File: src/rtl/core/unicycle_point_stabilizer_assert.svh
// ----------------------------------------------------------------------------
// unicycle point stabilizer assertion macros
// clocked, reset-qualified implication checks used by the top level
// ----------------------------------------------------------------------------
`ifndef UNICYCLE_POINT_STABILIZER_ASSERT_SVH
`define UNICYCLE_POINT_STABILIZER_ASSERT_SVH

// same-cycle implication
`define USP_ASSERT_IMPL(label, ante, cons, msg) \
    label: assert property (@(posedge i_clk) disable iff (!i_rst_n) (ante) |-> (cons)) \
        else $error(msg);

// next-cycle implication
`define USP_ASSERT_NEXT(label, ante, cons, msg) \
    label: assert property (@(posedge i_clk) disable iff (!i_rst_n) (ante) |=> (cons)) \
        else $error(msg);

`endif

File: src/rtl/core/usp_pkg.sv
// ----------------------------------------------------------------------------
// usp_pkg
// shared types, constants and tables of the unicycle point stabilizer
// ----------------------------------------------------------------------------
`timescale 1ns / 1ps
`default_nettype none

package usp_pkg;

    localparam int FRAC_BITS_DEF    = 16;
    localparam int CORDIC_STEPS_DEF = 16;

    localparam int CNT_W     = 5;
    localparam int MUL_STEPS = 28;
    localparam int DIV_STEPS = 25;

    localparam logic signed [32:0] CORDIC_GAIN_Q30 = 33'sd652032874;
    localparam logic signed [15:0] PI_Q13          = 16'sd25736;
    localparam logic signed [15:0] HALF_PI_Q13     = 16'sd12868;

    // configuration register indexes
    localparam logic [2:0] REG_TARGET_X     = 3'd0;
    localparam logic [2:0] REG_TARGET_Y     = 3'd1;
    localparam logic [2:0] REG_GAIN_LINEAR  = 3'd2;
    localparam logic [2:0] REG_GAIN_ANGULAR = 3'd3;
    localparam logic [2:0] REG_SOFTENING    = 3'd4;
    localparam logic [2:0] REG_OFFSET       = 3'd5;

    // operand pairs of the serial multiplier
    typedef enum logic [2:0] {
        MS_CEX,
        MS_SEY,
        MS_CEY,
        MS_SEX_NEG,
        MS_GAIN
    } t_mul_sel;

    typedef struct packed {
        logic             load;
        logic             cord_init;
        logic             cord_step;
        logic             trig_fin;
        logic             mul_init;
        logic             mul_clr;
        t_mul_sel         mul_sel;
        logic             mul_step;
        logic             cap_x;
        logic             cap_y;
        logic             div_init;
        logic             div_step;
        logic             res_store;
        logic             comp;
        logic [CNT_W-1:0] idx;
        logic             out_load;
    } t_dp_cmd;

    // floored atan(2^-i) in Q30
    function automatic logic signed [32:0] atan_q30(input logic [CNT_W-1:0] i);
        logic signed [32:0] v;
        case (i)
            5'd0:    v = 33'sd843314856;
            5'd1:    v = 33'sd497837829;
            5'd2:    v = 33'sd263043836;
            5'd3:    v = 33'sd133525158;
            5'd4:    v = 33'sd67021686;
            5'd5:    v = 33'sd33543515;
            5'd6:    v = 33'sd16775850;
            5'd7:    v = 33'sd8388437;
            5'd8:    v = 33'sd4194282;
            5'd9:    v = 33'sd2097149;
            5'd10:   v = 33'sd1048575;
            5'd11:   v = 33'sd524287;
            5'd12:   v = 33'sd262143;
            5'd13:   v = 33'sd131071;
            5'd14:   v = 33'sd65535;
            5'd15:   v = 33'sd32767;
            5'd16:   v = 33'sd16383;
            5'd17:   v = 33'sd8191;
            5'd18:   v = 33'sd4095;
            5'd19:   v = 33'sd2047;
            5'd20:   v = 33'sd1023;
            5'd21:   v = 33'sd511;
            5'd22:   v = 33'sd255;
            5'd23:   v = 33'sd127;
            default: v = 33'sd0;
        endcase
        return v;
    endfunction

endpackage

`default_nettype wire

File: src/rtl/core/usp_ctrl.sv
// ----------------------------------------------------------------------------
// usp_ctrl
// sequencer: walks the datapath through cordic, products, divisions, output
// ----------------------------------------------------------------------------
`timescale 1ns / 1ps
`default_nettype none

module usp_ctrl #(
    parameter int CORDIC_STEPS = usp_pkg::CORDIC_STEPS_DEF
) (
    input  wire logic           i_clk,
    input  wire logic           i_rst_n,
    input  wire logic           i_in_valid,
    output logic                o_in_ready,
    output logic                o_out_valid,
    input  wire logic           i_out_ready,
    output usp_pkg::t_dp_cmd    o_cmd
);
    import usp_pkg::*;

    typedef enum logic [3:0] {
        S_IDLE, S_CINIT, S_CORD, S_TFIN, S_MINIT, S_MUL,
        S_GINIT, S_GMUL, S_DINIT, S_DIV, S_STORE, S_OUT
    } t_state;

    localparam logic [CNT_W-1:0] CORD_LAST = CNT_W'(CORDIC_STEPS - 1);
    localparam logic [CNT_W-1:0] MUL_LAST  = CNT_W'(MUL_STEPS - 1);
    localparam logic [CNT_W-1:0] DIV_LAST  = CNT_W'(DIV_STEPS - 1);

    t_state           r_state;
    logic [CNT_W-1:0] r_cnt;
    logic [1:0]       r_phase;
    logic             r_comp;
    logic             r_out_valid;

    assign o_in_ready  = (r_state == S_IDLE);
    assign o_out_valid = r_out_valid;

    // command decode
    always_comb begin
        o_cmd           = '0;
        o_cmd.mul_sel   = MS_CEX;
        o_cmd.idx       = r_cnt;
        o_cmd.comp      = r_comp;
        case (r_state)
            S_IDLE:  o_cmd.load      = i_in_valid;
            S_CINIT: o_cmd.cord_init = 1'b1;
            S_CORD:  o_cmd.cord_step = 1'b1;
            S_TFIN:  o_cmd.trig_fin  = 1'b1;
            S_MINIT: begin
                o_cmd.mul_init = 1'b1;
                o_cmd.mul_clr  = ~r_phase[0];
                o_cmd.cap_x    = (r_phase == 2'd2);
                case (r_phase)
                    2'd0:    o_cmd.mul_sel = MS_CEX;
                    2'd1:    o_cmd.mul_sel = MS_SEY;
                    2'd2:    o_cmd.mul_sel = MS_CEY;
                    default: o_cmd.mul_sel = MS_SEX_NEG;
                endcase
            end
            S_MUL:   o_cmd.mul_step = 1'b1;
            S_GINIT: begin
                o_cmd.mul_init = 1'b1;
                o_cmd.mul_clr  = 1'b1;
                o_cmd.mul_sel  = MS_GAIN;
                o_cmd.cap_y    = ~r_comp;
            end
            S_GMUL:  o_cmd.mul_step  = 1'b1;
            S_DINIT: o_cmd.div_init  = 1'b1;
            S_DIV:   o_cmd.div_step  = 1'b1;
            S_STORE: o_cmd.res_store = 1'b1;
            S_OUT:   o_cmd.out_load  = ~r_out_valid | i_out_ready;
            default: o_cmd.load      = 1'b0;
        endcase
    end

    // state, counters and output valid
    always_ff @(posedge i_clk) begin
        if (!i_rst_n) begin
            r_state     <= S_IDLE;
            r_cnt       <= '0;
            r_phase     <= '0;
            r_comp      <= 1'b0;
            r_out_valid <= 1'b0;
        end else begin
            if (r_out_valid && i_out_ready) begin
                r_out_valid <= 1'b0;
            end
            case (r_state)
                S_IDLE: begin
                    if (i_in_valid) begin
                        r_state <= S_CINIT;
                    end
                end
                S_CINIT: begin
                    r_cnt   <= '0;
                    r_state <= S_CORD;
                end
                S_CORD: begin
                    r_cnt <= r_cnt + 1'b1;
                    if (r_cnt == CORD_LAST) begin
                        r_state <= S_TFIN;
                    end
                end
                S_TFIN: begin
                    r_phase <= '0;
                    r_state <= S_MINIT;
                end
                S_MINIT: begin
                    r_cnt   <= '0;
                    r_state <= S_MUL;
                end
                S_MUL: begin
                    r_cnt <= r_cnt + 1'b1;
                    if (r_cnt == MUL_LAST) begin
                        r_phase <= r_phase + 1'b1;
                        r_comp  <= 1'b0;
                        r_state <= (r_phase == 2'd3) ? S_GINIT : S_MINIT;
                    end
                end
                S_GINIT: begin
                    r_cnt   <= '0;
                    r_state <= S_GMUL;
                end
                S_GMUL: begin
                    r_cnt <= r_cnt + 1'b1;
                    if (r_cnt == MUL_LAST) begin
                        r_state <= S_DINIT;
                    end
                end
                S_DINIT: begin
                    r_cnt   <= '0;
                    r_state <= S_DIV;
                end
                S_DIV: begin
                    r_cnt <= r_cnt + 1'b1;
                    if (r_cnt == DIV_LAST) begin
                        r_state <= S_STORE;
                    end
                end
                S_STORE: begin
                    r_comp  <= 1'b1;
                    r_state <= r_comp ? S_OUT : S_GINIT;
                end
                S_OUT: begin
                    if (!r_out_valid || i_out_ready) begin
                        r_out_valid <= 1'b1;
                        r_state     <= S_IDLE;
                    end
                end
                default: r_state <= S_IDLE;
            endcase
        end
    end

endmodule

`default_nettype wire

File: src/rtl/core/usp_datapath.sv
// ----------------------------------------------------------------------------
// usp_datapath
// config registers, origin, cordic, serial multiplier, restoring divider
// ----------------------------------------------------------------------------
`timescale 1ns / 1ps
`default_nettype none

module usp_datapath #(
    parameter int FRAC_BITS = usp_pkg::FRAC_BITS_DEF
) (
    input  wire logic                i_clk,
    input  wire logic                i_rst_n,
    input  wire logic                i_cfg_wr_en,
    input  wire logic [2:0]          i_cfg_index,
    input  wire logic [31:0]         i_cfg_data,
    input  wire logic signed [31:0]  i_pose_x,
    input  wire logic signed [31:0]  i_pose_y,
    input  wire logic signed [15:0]  i_pose_heading,
    input  wire usp_pkg::t_dp_cmd    i_cmd,
    output logic signed [31:0]       o_linear_speed,
    output logic signed [31:0]       o_angular_speed
);
    import usp_pkg::*;

    localparam logic [63:0] ONE_W = 64'd1 << FRAC_BITS;
    localparam logic [63:0] OFS_W = 64'd1 << (FRAC_BITS - 2);

    // configuration
    logic signed [31:0] r_target_x, r_target_y;
    logic [23:0]        r_gain_lin, r_gain_ang, r_soft, r_offset;
    // origin
    logic signed [31:0] r_org_x, r_org_y;
    logic               r_org_valid;
    // per-item working registers
    logic signed [33:0] r_ex, r_ey;
    logic signed [15:0] r_h;
    logic signed [32:0] r_cx, r_cy, r_cz;
    logic               r_neg;
    logic signed [27:0] r_c, r_s;
    logic [27:0]        r_mplier;
    logic [63:0]        r_mcand, r_acc;
    logic signed [40:0] r_xm, r_ym;
    logic [63:0]        r_rem;
    logic [64:0]        r_dsh;
    logic [24:0]        r_q;
    logic               r_den_zero;
    logic [31:0]        r_res_lin, r_res_ang;

    always_ff @(posedge i_clk) begin
        if (!i_rst_n) begin
            r_target_x <= '0;
            r_target_y <= '0;
            r_gain_lin <= ONE_W[23:0];
            r_gain_ang <= ONE_W[23:0];
            r_soft     <= ONE_W[23:0];
            r_offset   <= OFS_W[23:0];
        end else if (i_cfg_wr_en) begin
            case (i_cfg_index)
                REG_TARGET_X:     r_target_x <= i_cfg_data;
                REG_TARGET_Y:     r_target_y <= i_cfg_data;
                REG_GAIN_LINEAR:  r_gain_lin <= i_cfg_data[23:0];
                REG_GAIN_ANGULAR: r_gain_ang <= i_cfg_data[23:0];
                REG_SOFTENING:    r_soft     <= i_cfg_data[23:0];
                REG_OFFSET:       r_offset   <= i_cfg_data[23:0];
                default:          r_soft     <= r_soft;
            endcase
        end
    end

    // error to target, first sample becomes the origin
    logic signed [31:0] w_ox, w_oy;
    logic signed [33:0] w_ex, w_ey;
    assign w_ox = r_org_valid ? r_org_x : i_pose_x;
    assign w_oy = r_org_valid ? r_org_y : i_pose_y;
    assign w_ex = 34'(r_target_x) - (34'(i_pose_x) - 34'(w_ox));
    assign w_ey = 34'(r_target_y) - (34'(i_pose_y) - 34'(w_oy));

    always_ff @(posedge i_clk) begin
        if (!i_rst_n) begin
            r_org_valid <= 1'b0;
        end else if (i_cmd.load) begin
            r_org_valid <= 1'b1;
        end
    end

    always_ff @(posedge i_clk) begin
        if (i_cmd.load) begin
            r_org_x <= w_ox;
            r_org_y <= w_oy;
            r_ex    <= w_ex;
            r_ey    <= w_ey;
            r_h     <= i_pose_heading;
        end
    end

    // cordic rotation: quadrant fold, then one micro-rotation per cycle
    logic signed [15:0] w_hred;
    logic               w_hneg;
    logic signed [32:0] w_ysh, w_xsh, w_atan, w_cr, w_sr;
    always_comb begin
        w_hneg = 1'b1;
        if (r_h > HALF_PI_Q13) begin
            w_hred = r_h - PI_Q13;
        end else if (r_h < -HALF_PI_Q13) begin
            w_hred = r_h + PI_Q13;
        end else begin
            w_hred = r_h;
            w_hneg = 1'b0;
        end
    end
    assign w_ysh  = r_cy >>> i_cmd.idx;
    assign w_xsh  = r_cx >>> i_cmd.idx;
    assign w_atan = atan_q30(i_cmd.idx);
    assign w_cr   = (r_cx + 33'sd32) >>> 6;
    assign w_sr   = (r_cy + 33'sd32) >>> 6;

    always_ff @(posedge i_clk) begin
        if (i_cmd.cord_init) begin
            r_cx  <= CORDIC_GAIN_Q30;
            r_cy  <= '0;
            r_cz  <= {w_hred[15], w_hred, 16'b0} + {w_hred[15], w_hred, 16'b0};
            r_neg <= w_hneg;
        end else if (i_cmd.cord_step) begin
            if (!r_cz[32]) begin
                r_cx <= r_cx - w_ysh;
                r_cy <= r_cy + w_xsh;
                r_cz <= r_cz - w_atan;
            end else begin
                r_cx <= r_cx + w_ysh;
                r_cy <= r_cy - w_xsh;
                r_cz <= r_cz + w_atan;
            end
        end
        if (i_cmd.trig_fin) begin
            r_c <= r_neg ? -28'(w_cr) : 28'(w_cr);
            r_s <= r_neg ? -28'(w_sr) : 28'(w_sr);
        end
    end

    // operand selection for the serial multiplier
    logic signed [27:0] w_trig;
    logic signed [33:0] w_err;
    logic               w_flip;
    logic [27:0]        w_trig_mag;
    logic [63:0]        w_err_ext;
    logic signed [40:0] w_comp_e;
    logic [39:0]        w_mag;
    logic [23:0]        w_gain;
    always_comb begin
        w_flip = 1'b0;
        case (i_cmd.mul_sel)
            MS_CEX:     begin w_trig = r_c; w_err = r_ex; end
            MS_SEY:     begin w_trig = r_s; w_err = r_ey; end
            MS_CEY:     begin w_trig = r_c; w_err = r_ey; end
            MS_SEX_NEG: begin w_trig = r_s; w_err = r_ex; w_flip = 1'b1; end
            default:    begin w_trig = r_c; w_err = r_ex; end
        endcase
    end
    assign w_trig_mag = w_trig[27] ? 28'(-w_trig) : 28'(w_trig);
    assign w_err_ext  = (w_trig[27] ^ w_flip) ? 64'(-64'(w_err)) : 64'(w_err);
    assign w_comp_e   = i_cmd.comp ? r_ym : r_xm;
    assign w_mag      = w_comp_e[40] ? 40'(-w_comp_e) : w_comp_e[39:0];
    assign w_gain     = i_cmd.comp ? r_gain_ang : r_gain_lin;

    // shift-and-add multiply, one multiplier bit per cycle
    always_ff @(posedge i_clk) begin
        if (i_cmd.mul_init) begin
            if (i_cmd.mul_clr) begin
                r_acc <= '0;
            end
            if (i_cmd.mul_sel == MS_GAIN) begin
                r_mplier <= {4'b0, w_gain};
                r_mcand  <= {24'b0, w_mag};
            end else begin
                r_mplier <= w_trig_mag;
                r_mcand  <= w_err_ext;
            end
        end else if (i_cmd.mul_step) begin
            if (r_mplier[0]) begin
                r_acc <= r_acc + r_mcand;
            end
            r_mplier <= r_mplier >> 1;
            r_mcand  <= r_mcand << 1;
        end
    end

    // rounding of the rotated error back to the working scale
    logic [63:0]        w_rnd;
    logic signed [40:0] w_scaled;
    assign w_rnd    = r_acc + 64'd8388608;
    assign w_scaled = 41'(signed'(w_rnd[63:24]));

    always_ff @(posedge i_clk) begin
        if (i_cmd.cap_x) begin
            r_xm <= w_scaled - 41'(r_offset);
        end
        if (i_cmd.cap_y) begin
            r_ym <= w_scaled;
        end
    end

    // restoring division, one quotient bit per cycle
    logic [40:0] w_den;
    logic [24:0] w_qs;
    logic [31:0] w_res;
    assign w_den = 41'(r_soft) + 41'(w_mag);
    assign w_qs  = r_den_zero ? 25'd0 : r_q;
    assign w_res = w_comp_e[40] ? -32'(w_qs) : 32'(w_qs);

    always_ff @(posedge i_clk) begin
        if (i_cmd.div_init) begin
            r_rem      <= r_acc;
            r_dsh      <= {w_den, 24'b0};
            r_q        <= '0;
            r_den_zero <= (w_den == '0);
        end else if (i_cmd.div_step) begin
            if ({1'b0, r_rem} >= r_dsh) begin
                r_rem <= r_rem - r_dsh[63:0];
                r_q   <= {r_q[23:0], 1'b1};
            end else begin
                r_q   <= {r_q[23:0], 1'b0};
            end
            r_dsh <= r_dsh >> 1;
        end
        if (i_cmd.res_store) begin
            if (i_cmd.comp) begin
                r_res_ang <= w_res;
            end else begin
                r_res_lin <= w_res;
            end
        end
        if (i_cmd.out_load) begin
            o_linear_speed  <= r_res_lin;
            o_angular_speed <= r_res_ang;
        end
    end

endmodule

`default_nettype wire

File: src/rtl/core/unicycle_point_stabilizer.sv
// ----------------------------------------------------------------------------
// unicycle_point_stabilizer
// offset-point position controller: pose sample in, speed command out
// ----------------------------------------------------------------------------
//  channel   direction  payload (low bits first)
//  s_axis    in         pose_x[31:0], pose_y[63:32], pose_heading[79:64]
//  m_axis    out        linear_speed[31:0], angular_speed[63:32]
//  cfg       in         index 0..5, data up to 32 bits, write only
//
//  items run one at a time through the one shared shift-add multiplier
//  and divider; no new sample is taken until the current one is done
//  reset is synchronous and active low; origin re-latches on the next sample
//  a finished result sits in the output register while the next item runs;
//  the sequencer only waits at its end if that register is still occupied
// ----------------------------------------------------------------------------
`timescale 1ns / 1ps
`default_nettype none

module unicycle_point_stabilizer #(
    parameter int FRAC_BITS    = usp_pkg::FRAC_BITS_DEF,
    parameter int CORDIC_STEPS = usp_pkg::CORDIC_STEPS_DEF
) (
    input  wire logic        i_clk,
    input  wire logic        i_rst_n,
    input  wire logic        i_s_axis_tvalid,
    output logic             o_s_axis_tready,
    input  wire logic [79:0] i_s_axis_tdata,   // pose_x, pose_y, pose_heading
    output logic             o_m_axis_tvalid,
    input  wire logic        i_m_axis_tready,
    output logic [63:0]      o_m_axis_tdata,   // linear_speed, angular_speed
    input  wire logic        i_cfg_wr_en,
    input  wire logic [2:0]  i_cfg_index,
    input  wire logic [31:0] i_cfg_data
);
    import usp_pkg::*;

    t_dp_cmd            w_cmd;
    logic signed [31:0] w_lin, w_ang;

    // sequencer
    usp_ctrl #(
        .CORDIC_STEPS (CORDIC_STEPS)
    ) u_ctrl (
        .i_clk       (i_clk),
        .i_rst_n     (i_rst_n),
        .i_in_valid  (i_s_axis_tvalid),
        .o_in_ready  (o_s_axis_tready),
        .o_out_valid (o_m_axis_tvalid),
        .i_out_ready (i_m_axis_tready),
        .o_cmd       (w_cmd)
    );

    // arithmetic
    usp_datapath #(
        .FRAC_BITS (FRAC_BITS)
    ) u_datapath (
        .i_clk           (i_clk),
        .i_rst_n         (i_rst_n),
        .i_cfg_wr_en     (i_cfg_wr_en),
        .i_cfg_index     (i_cfg_index),
        .i_cfg_data      (i_cfg_data),
        .i_pose_x        (i_s_axis_tdata[31:0]),
        .i_pose_y        (i_s_axis_tdata[63:32]),
        .i_pose_heading  (i_s_axis_tdata[79:64]),
        .i_cmd           (w_cmd),
        .o_linear_speed  (w_lin),
        .o_angular_speed (w_ang)
    );

    assign o_m_axis_tdata = {w_ang, w_lin};

    `include "unicycle_point_stabilizer_assert.svh"

    // an accepted transaction makes the block busy at once
    `USP_ASSERT_NEXT(a_busy_after_accept, i_s_axis_tvalid && o_s_axis_tready, !o_s_axis_tready, "input taken while busy")
    // a new result is only raised as the sequencer returns to idle
    `USP_ASSERT_IMPL(a_result_ends_item, $rose(o_m_axis_tvalid), o_s_axis_tready, "result raised mid-item")
    // a load into the datapath only happens on an input transaction
    `USP_ASSERT_IMPL(a_load_on_accept, w_cmd.load, i_s_axis_tvalid && o_s_axis_tready, "stray load")

endmodule

`default_nettype wire
File: config.mk
export PLATFORM = sky130hd
export DESIGN_NAME = unicycle_point_stabilizer
export DESIGN_NICKNAME = d
export VERILOG_FILES = /design/src/rtl/core/usp_pkg.sv /design/src/rtl/core/usp_ctrl.sv /design/src/rtl/core/usp_datapath.sv /design/src/rtl/core/unicycle_point_stabilizer.sv
export VERILOG_INCLUDE_DIRS = /design/src /design/src/rtl/core
export SDC_FILE = /design/constraint.sdc
export NUM_CORES = 2
export LEC_CHECK = 0
export ABC_AREA = 1
export BUFFER_PORTS_ARGS = -buffer_cell sky130_fd_sc_hd__clkbuf_2
export CAP_MARGIN = 10
export CORE_UTILIZATION = 60
export DETAILED_ROUTE_END_ITERATION = 10
export PLACE_DENSITY_LB_ADDON = 0.05
export SETUP_SLACK_MARGIN = 0.2
export SLEW_MARGIN = 20
export SYNTH_ARGS = -nofsm -noshare
export SYNTH_HDL_FRONTEND = slang
export SYNTH_SLANG_ARGS = --single-unit
File: constraint.sdc
create_clock -name i_clk -period 9.9 [get_ports i_clk]
set_input_delay 1.98 -clock i_clk [delete_from_list [all_inputs] [get_ports i_clk]]
set_output_delay 1.98 -clock i_clk [all_outputs]
set_load 0.01 [all_outputs]
==> results.py <==
metrics = {
    "synth": {
        "synth_area_leaders": "edfxtp_1, nand2_1, dfxtp_1",
        "yosysWarnings": 0,
        "syn_inst": 9878,
        "ys_seq_area_share_pct": 37.6,
        "ys_ff_latch": 1028,
        "synth-edff-count": 709,
        "synth.net_count": 10400,
        "syn_area_mm2": 0.0736,
        "async_reset_ff_share_pct": 0,
        "avgSynthCellArea_um2": 7.45,
        "synth_cell_types": 74,
        "yosys.area.top_type": "edfxtp_1",
        "dominantRegCellSynth": "edfxtp_1",
        "synth_top_area_share_pct": 28.9,
    },
    "placement": {
        "dp_hpwl_um": 181000,
        "place_ws_ps": 3860,
        "portBuffers": 185,
        "place.gp.congestion": 1.01,
    },
    "grt": {
        "met2_usage_pct": 60.7,
        "overflow": 0,
        "top_usage_layer": "met2",
        "use_met1_pct": 47.1,
        "grt_pass1_wl_um": 362000,
        "grt_use_total_pct": 37.1,
        "grt_max_degree": 94,
        "met3_usage_pct": 4.71,
        "grt_pass1_vias": 64700,
        "antenna_found_initial": 3,
    },
    "finish": {
        "multi_input_area_mm2": 0.0393,
        "fillCellCount": 10600,
        "final_util_pct": 65.5,
        "seq_area_mm2": 0.0277,
        "area_growth_pct": 8.38,
        "final_nets": 10500,
        "layout-drive-gt1-share_pct": 6.58,
        "final_common_cell": "nand2_1",
        "final_cell_mix": "nand2_1, inv_1, nor2_1, o21ai_0, a21oi_1",
    },
    "setup_path": {
        "arrival_ps": 6930,
        "crit_family": "compound AO/OA/AOI/OAI gates",
        "cp-start-kind": "register",
        "crit_required_ps": 10580,
        "critPathKind": "register to register",
        "endpoint_kind": "register",
        "crit_fanout": 76,
        "cpMaxStageDelayCell": "inv_2",
        "path_buf_inv": 4,
        "cpPeakStageDelay_ps": 600,
    },
    "routing": {
        "firstDrtPassIters": 7,
        "routedWlPerCell_um": 20.3,
        "finalWirelength_um": 236000,
        "via_count": 68900,
        "avgViaCountPerCell": 5.91,
        "post-route-drc-count": 0,
        "postRouteAntennaNets": 0,
        "drtIter0Drc": 7188,
    },
    "timing": {
        "hold_viol_final": 0,
        "fin_setup_tns_ps": 0,
        "fin_crit_ps": 6250,
        "setup_ws_ps": 3650,
        "rsz0062_at_grt": "no",
        "timing.fmax_ghz": 0.160,
        "finalMaxSlewViolations": 0,
        "maxSlewHeadroom_pct": 28.9,
        "period_share_pct": 63.1,
        "worstMarginPinSlew_ps": 1060,
        "hold-worst-slack_ps": 419,
        "setup_viol": 0,
        "clock_skew_ps": 73.5,
    },
    "clock_network": {
        "post_cts_buffers": 0,
        "tritoncts": "done",
        "clock_path_buffers": 3,
        "clk_pin_slew_ps": 60,
        "clock-root-buffer": "clkbuf_16",
        "clk_latency_ps": 780,
        "cts-resized-gates": 0,
        "ctsHoldBuffers": 0,
        "cts_buffers": 110,
        "clkSinkCount": 1028,
        "cts_max_level": 3,
    },
    "die": {
        "die_area_mm2": 0.124,
        "die_h_um": 352,
        "io_pins": 186,
        "start_util_pct": 60.4,
        "rows": 128,
        "core_area_mm2": 0.122,
        "chipWidth_um": 352,
    },
    "pwr": {
        "pwr-share-seq_pct": 26.4,
        "total_power_mw": 26.8,
        "leakage_nw": 35.5,
        "p_sw_mw": 13.0,
        "p_int_mw": 13.8,
        "sw_frac_of_total_pct": 48.5,
        "pwr-share-comb_pct": 57.1,
        "peakVddDrop_mv": 0.353,
        "pwr-share-clk_pct": 16.6,
        "powerDensity_mw_per_mm2": 337,
    },
    "outcome": {
        "status": "completed",
    },
    "min_path": {
        "hold_path.class": "register to register",
    },
    "run": {
        "drv_cap": 0,
    },
}
area by class of cell:
| cell class | count | share of cell area, % |
|---|---|---|
| repair buffers | 241 | 1.75 |
| clock inverters | 65 | 1.09 |
| well taps | 1625 | 2.55 |
| flip-flops and latches | 1028 | 34.7 |
| clock buffers | 145 | 3.80 |
| inverters | 1444 | 6.81 |
| diodes | 1 | 0.00314 |
| multi-input cells | 7108 | 49.3 |
power by group through the flow:
stage / logic [mW] / registers, mW / clock network (mW)
after floorplan: 11.1 / 6.68 / 0
after global placement: 14.6 / 7.09 / 0
after detailed placement: 14.9 / 7.11 / 0
after CTS: 15.0 / 7.03 / 4.48
after global routing: 17.0 / 7.13 / 4.63
final: 15.3 / 7.08 / 4.44
final timing paths:
path	start	to	slack, ps	depth (start not counted)
hold reg to reg	u_datapath.r_res_lin[14]$_DFFE_PP_	u_datapath.o_linear_speed[14]$_DFFE_PP_	420	0
setup / recovery	u_ctrl.r_cnt[0]$_SDFFE_PN0N_	u_datapath.r_cy[29]$_SDFFE_PP0P_	3650	29
hold / removal	u_datapath.r_res_lin[14]$_DFFE_PP_	u_datapath.o_linear_speed[14]$_DFFE_PP_	420	0
setup reg to reg	u_ctrl.r_cnt[0]$_SDFFE_PN0N_	u_datapath.r_cy[29]$_SDFFE_PP0P_	3650	29
worst register-to-register path: cells and delay by family, from the launching register on:
kind	cells	cell delay, ps
AO/OA/AOI/OAI	9	2060
AND/OR/NAND/NOR	13	1760
buffers and inverters	4	1280
adder cells (fa/ha/maj)	2	530
flip-flops	1	310
XOR/XNOR	1	190
flip-flops by register name (all words and copies together), names as in the netlist, 30 cells and up:
signal                      flops
u_datapath.r_target_y          32
u_datapath.r_res_ang           32
u_datapath.r_cz                33
u_datapath.r_res_lin           32
u_datapath.r_ey                34
u_datapath.r_mcand             64
u_datapath.r_xm                41
u_datapath.r_dsh               65
u_datapath.r_ym                40
u_datapath.o_angular_speed     32
u_datapath.r_rem               64
u_datapath.r_acc               64
u_datapath.r_ex                34
u_datapath.r_target_x          32
u_datapath.r_org_x             32
u_datapath.r_org_y             32
u_datapath.r_cx                33
u_datapath.w_atan              30
u_datapath.r_cy                33
u_datapath.o_linear_speed      32
synthesized netlist by cell type, drive strengths merged (8+ instances only):
cell type  instances
edfxtp           709
inv             1433
o21a              53
nand3b            15
nand3            629
o22ai            100
dfxtp            319
nor4              33
buf               86
a21boi            21
nor2             985
o21ai            916
clkinv            11
a21oi            713
o221ai            22
a21o              33
o2111ai            8
a221oi            15
ha               377
o31ai             17
nand2           2047
o211ai            41
clkbuf           212
a31oi            115
a211oi             8
and2               8
o21bai            26
nand4             92
fa                71
or2              139
nor3             105
xnor2            163
xor2             316
metrics by stage:
step / instance area (µm²) / std cells
after global routing: 79700 / 11700
after CTS: 79700 / 11700
after global placement: 75700 / 11400
after floorplan: 73600 / 9878
after detailed placement: 75800 / 11400
final: 79700 / 11700
kinds of logic after synthesis:
group / synth area share (%)
compound gates: 16.0
mux: 0.0187
simple gates: 23.2
xor+xnor: 5.71
flops: 37.6
buf+inv: 9.10
fa+ha+maj: 8.35
per-layer routing:
metal  vias to the layer above  share of wire, %
met3                       650               8.4
met5                         -                 0
met4                         0               6.5
met1                     32000                39
met2                      3231                46
li1                      33100                 -
No activity file was read; power rests on OpenSTA's default activity.
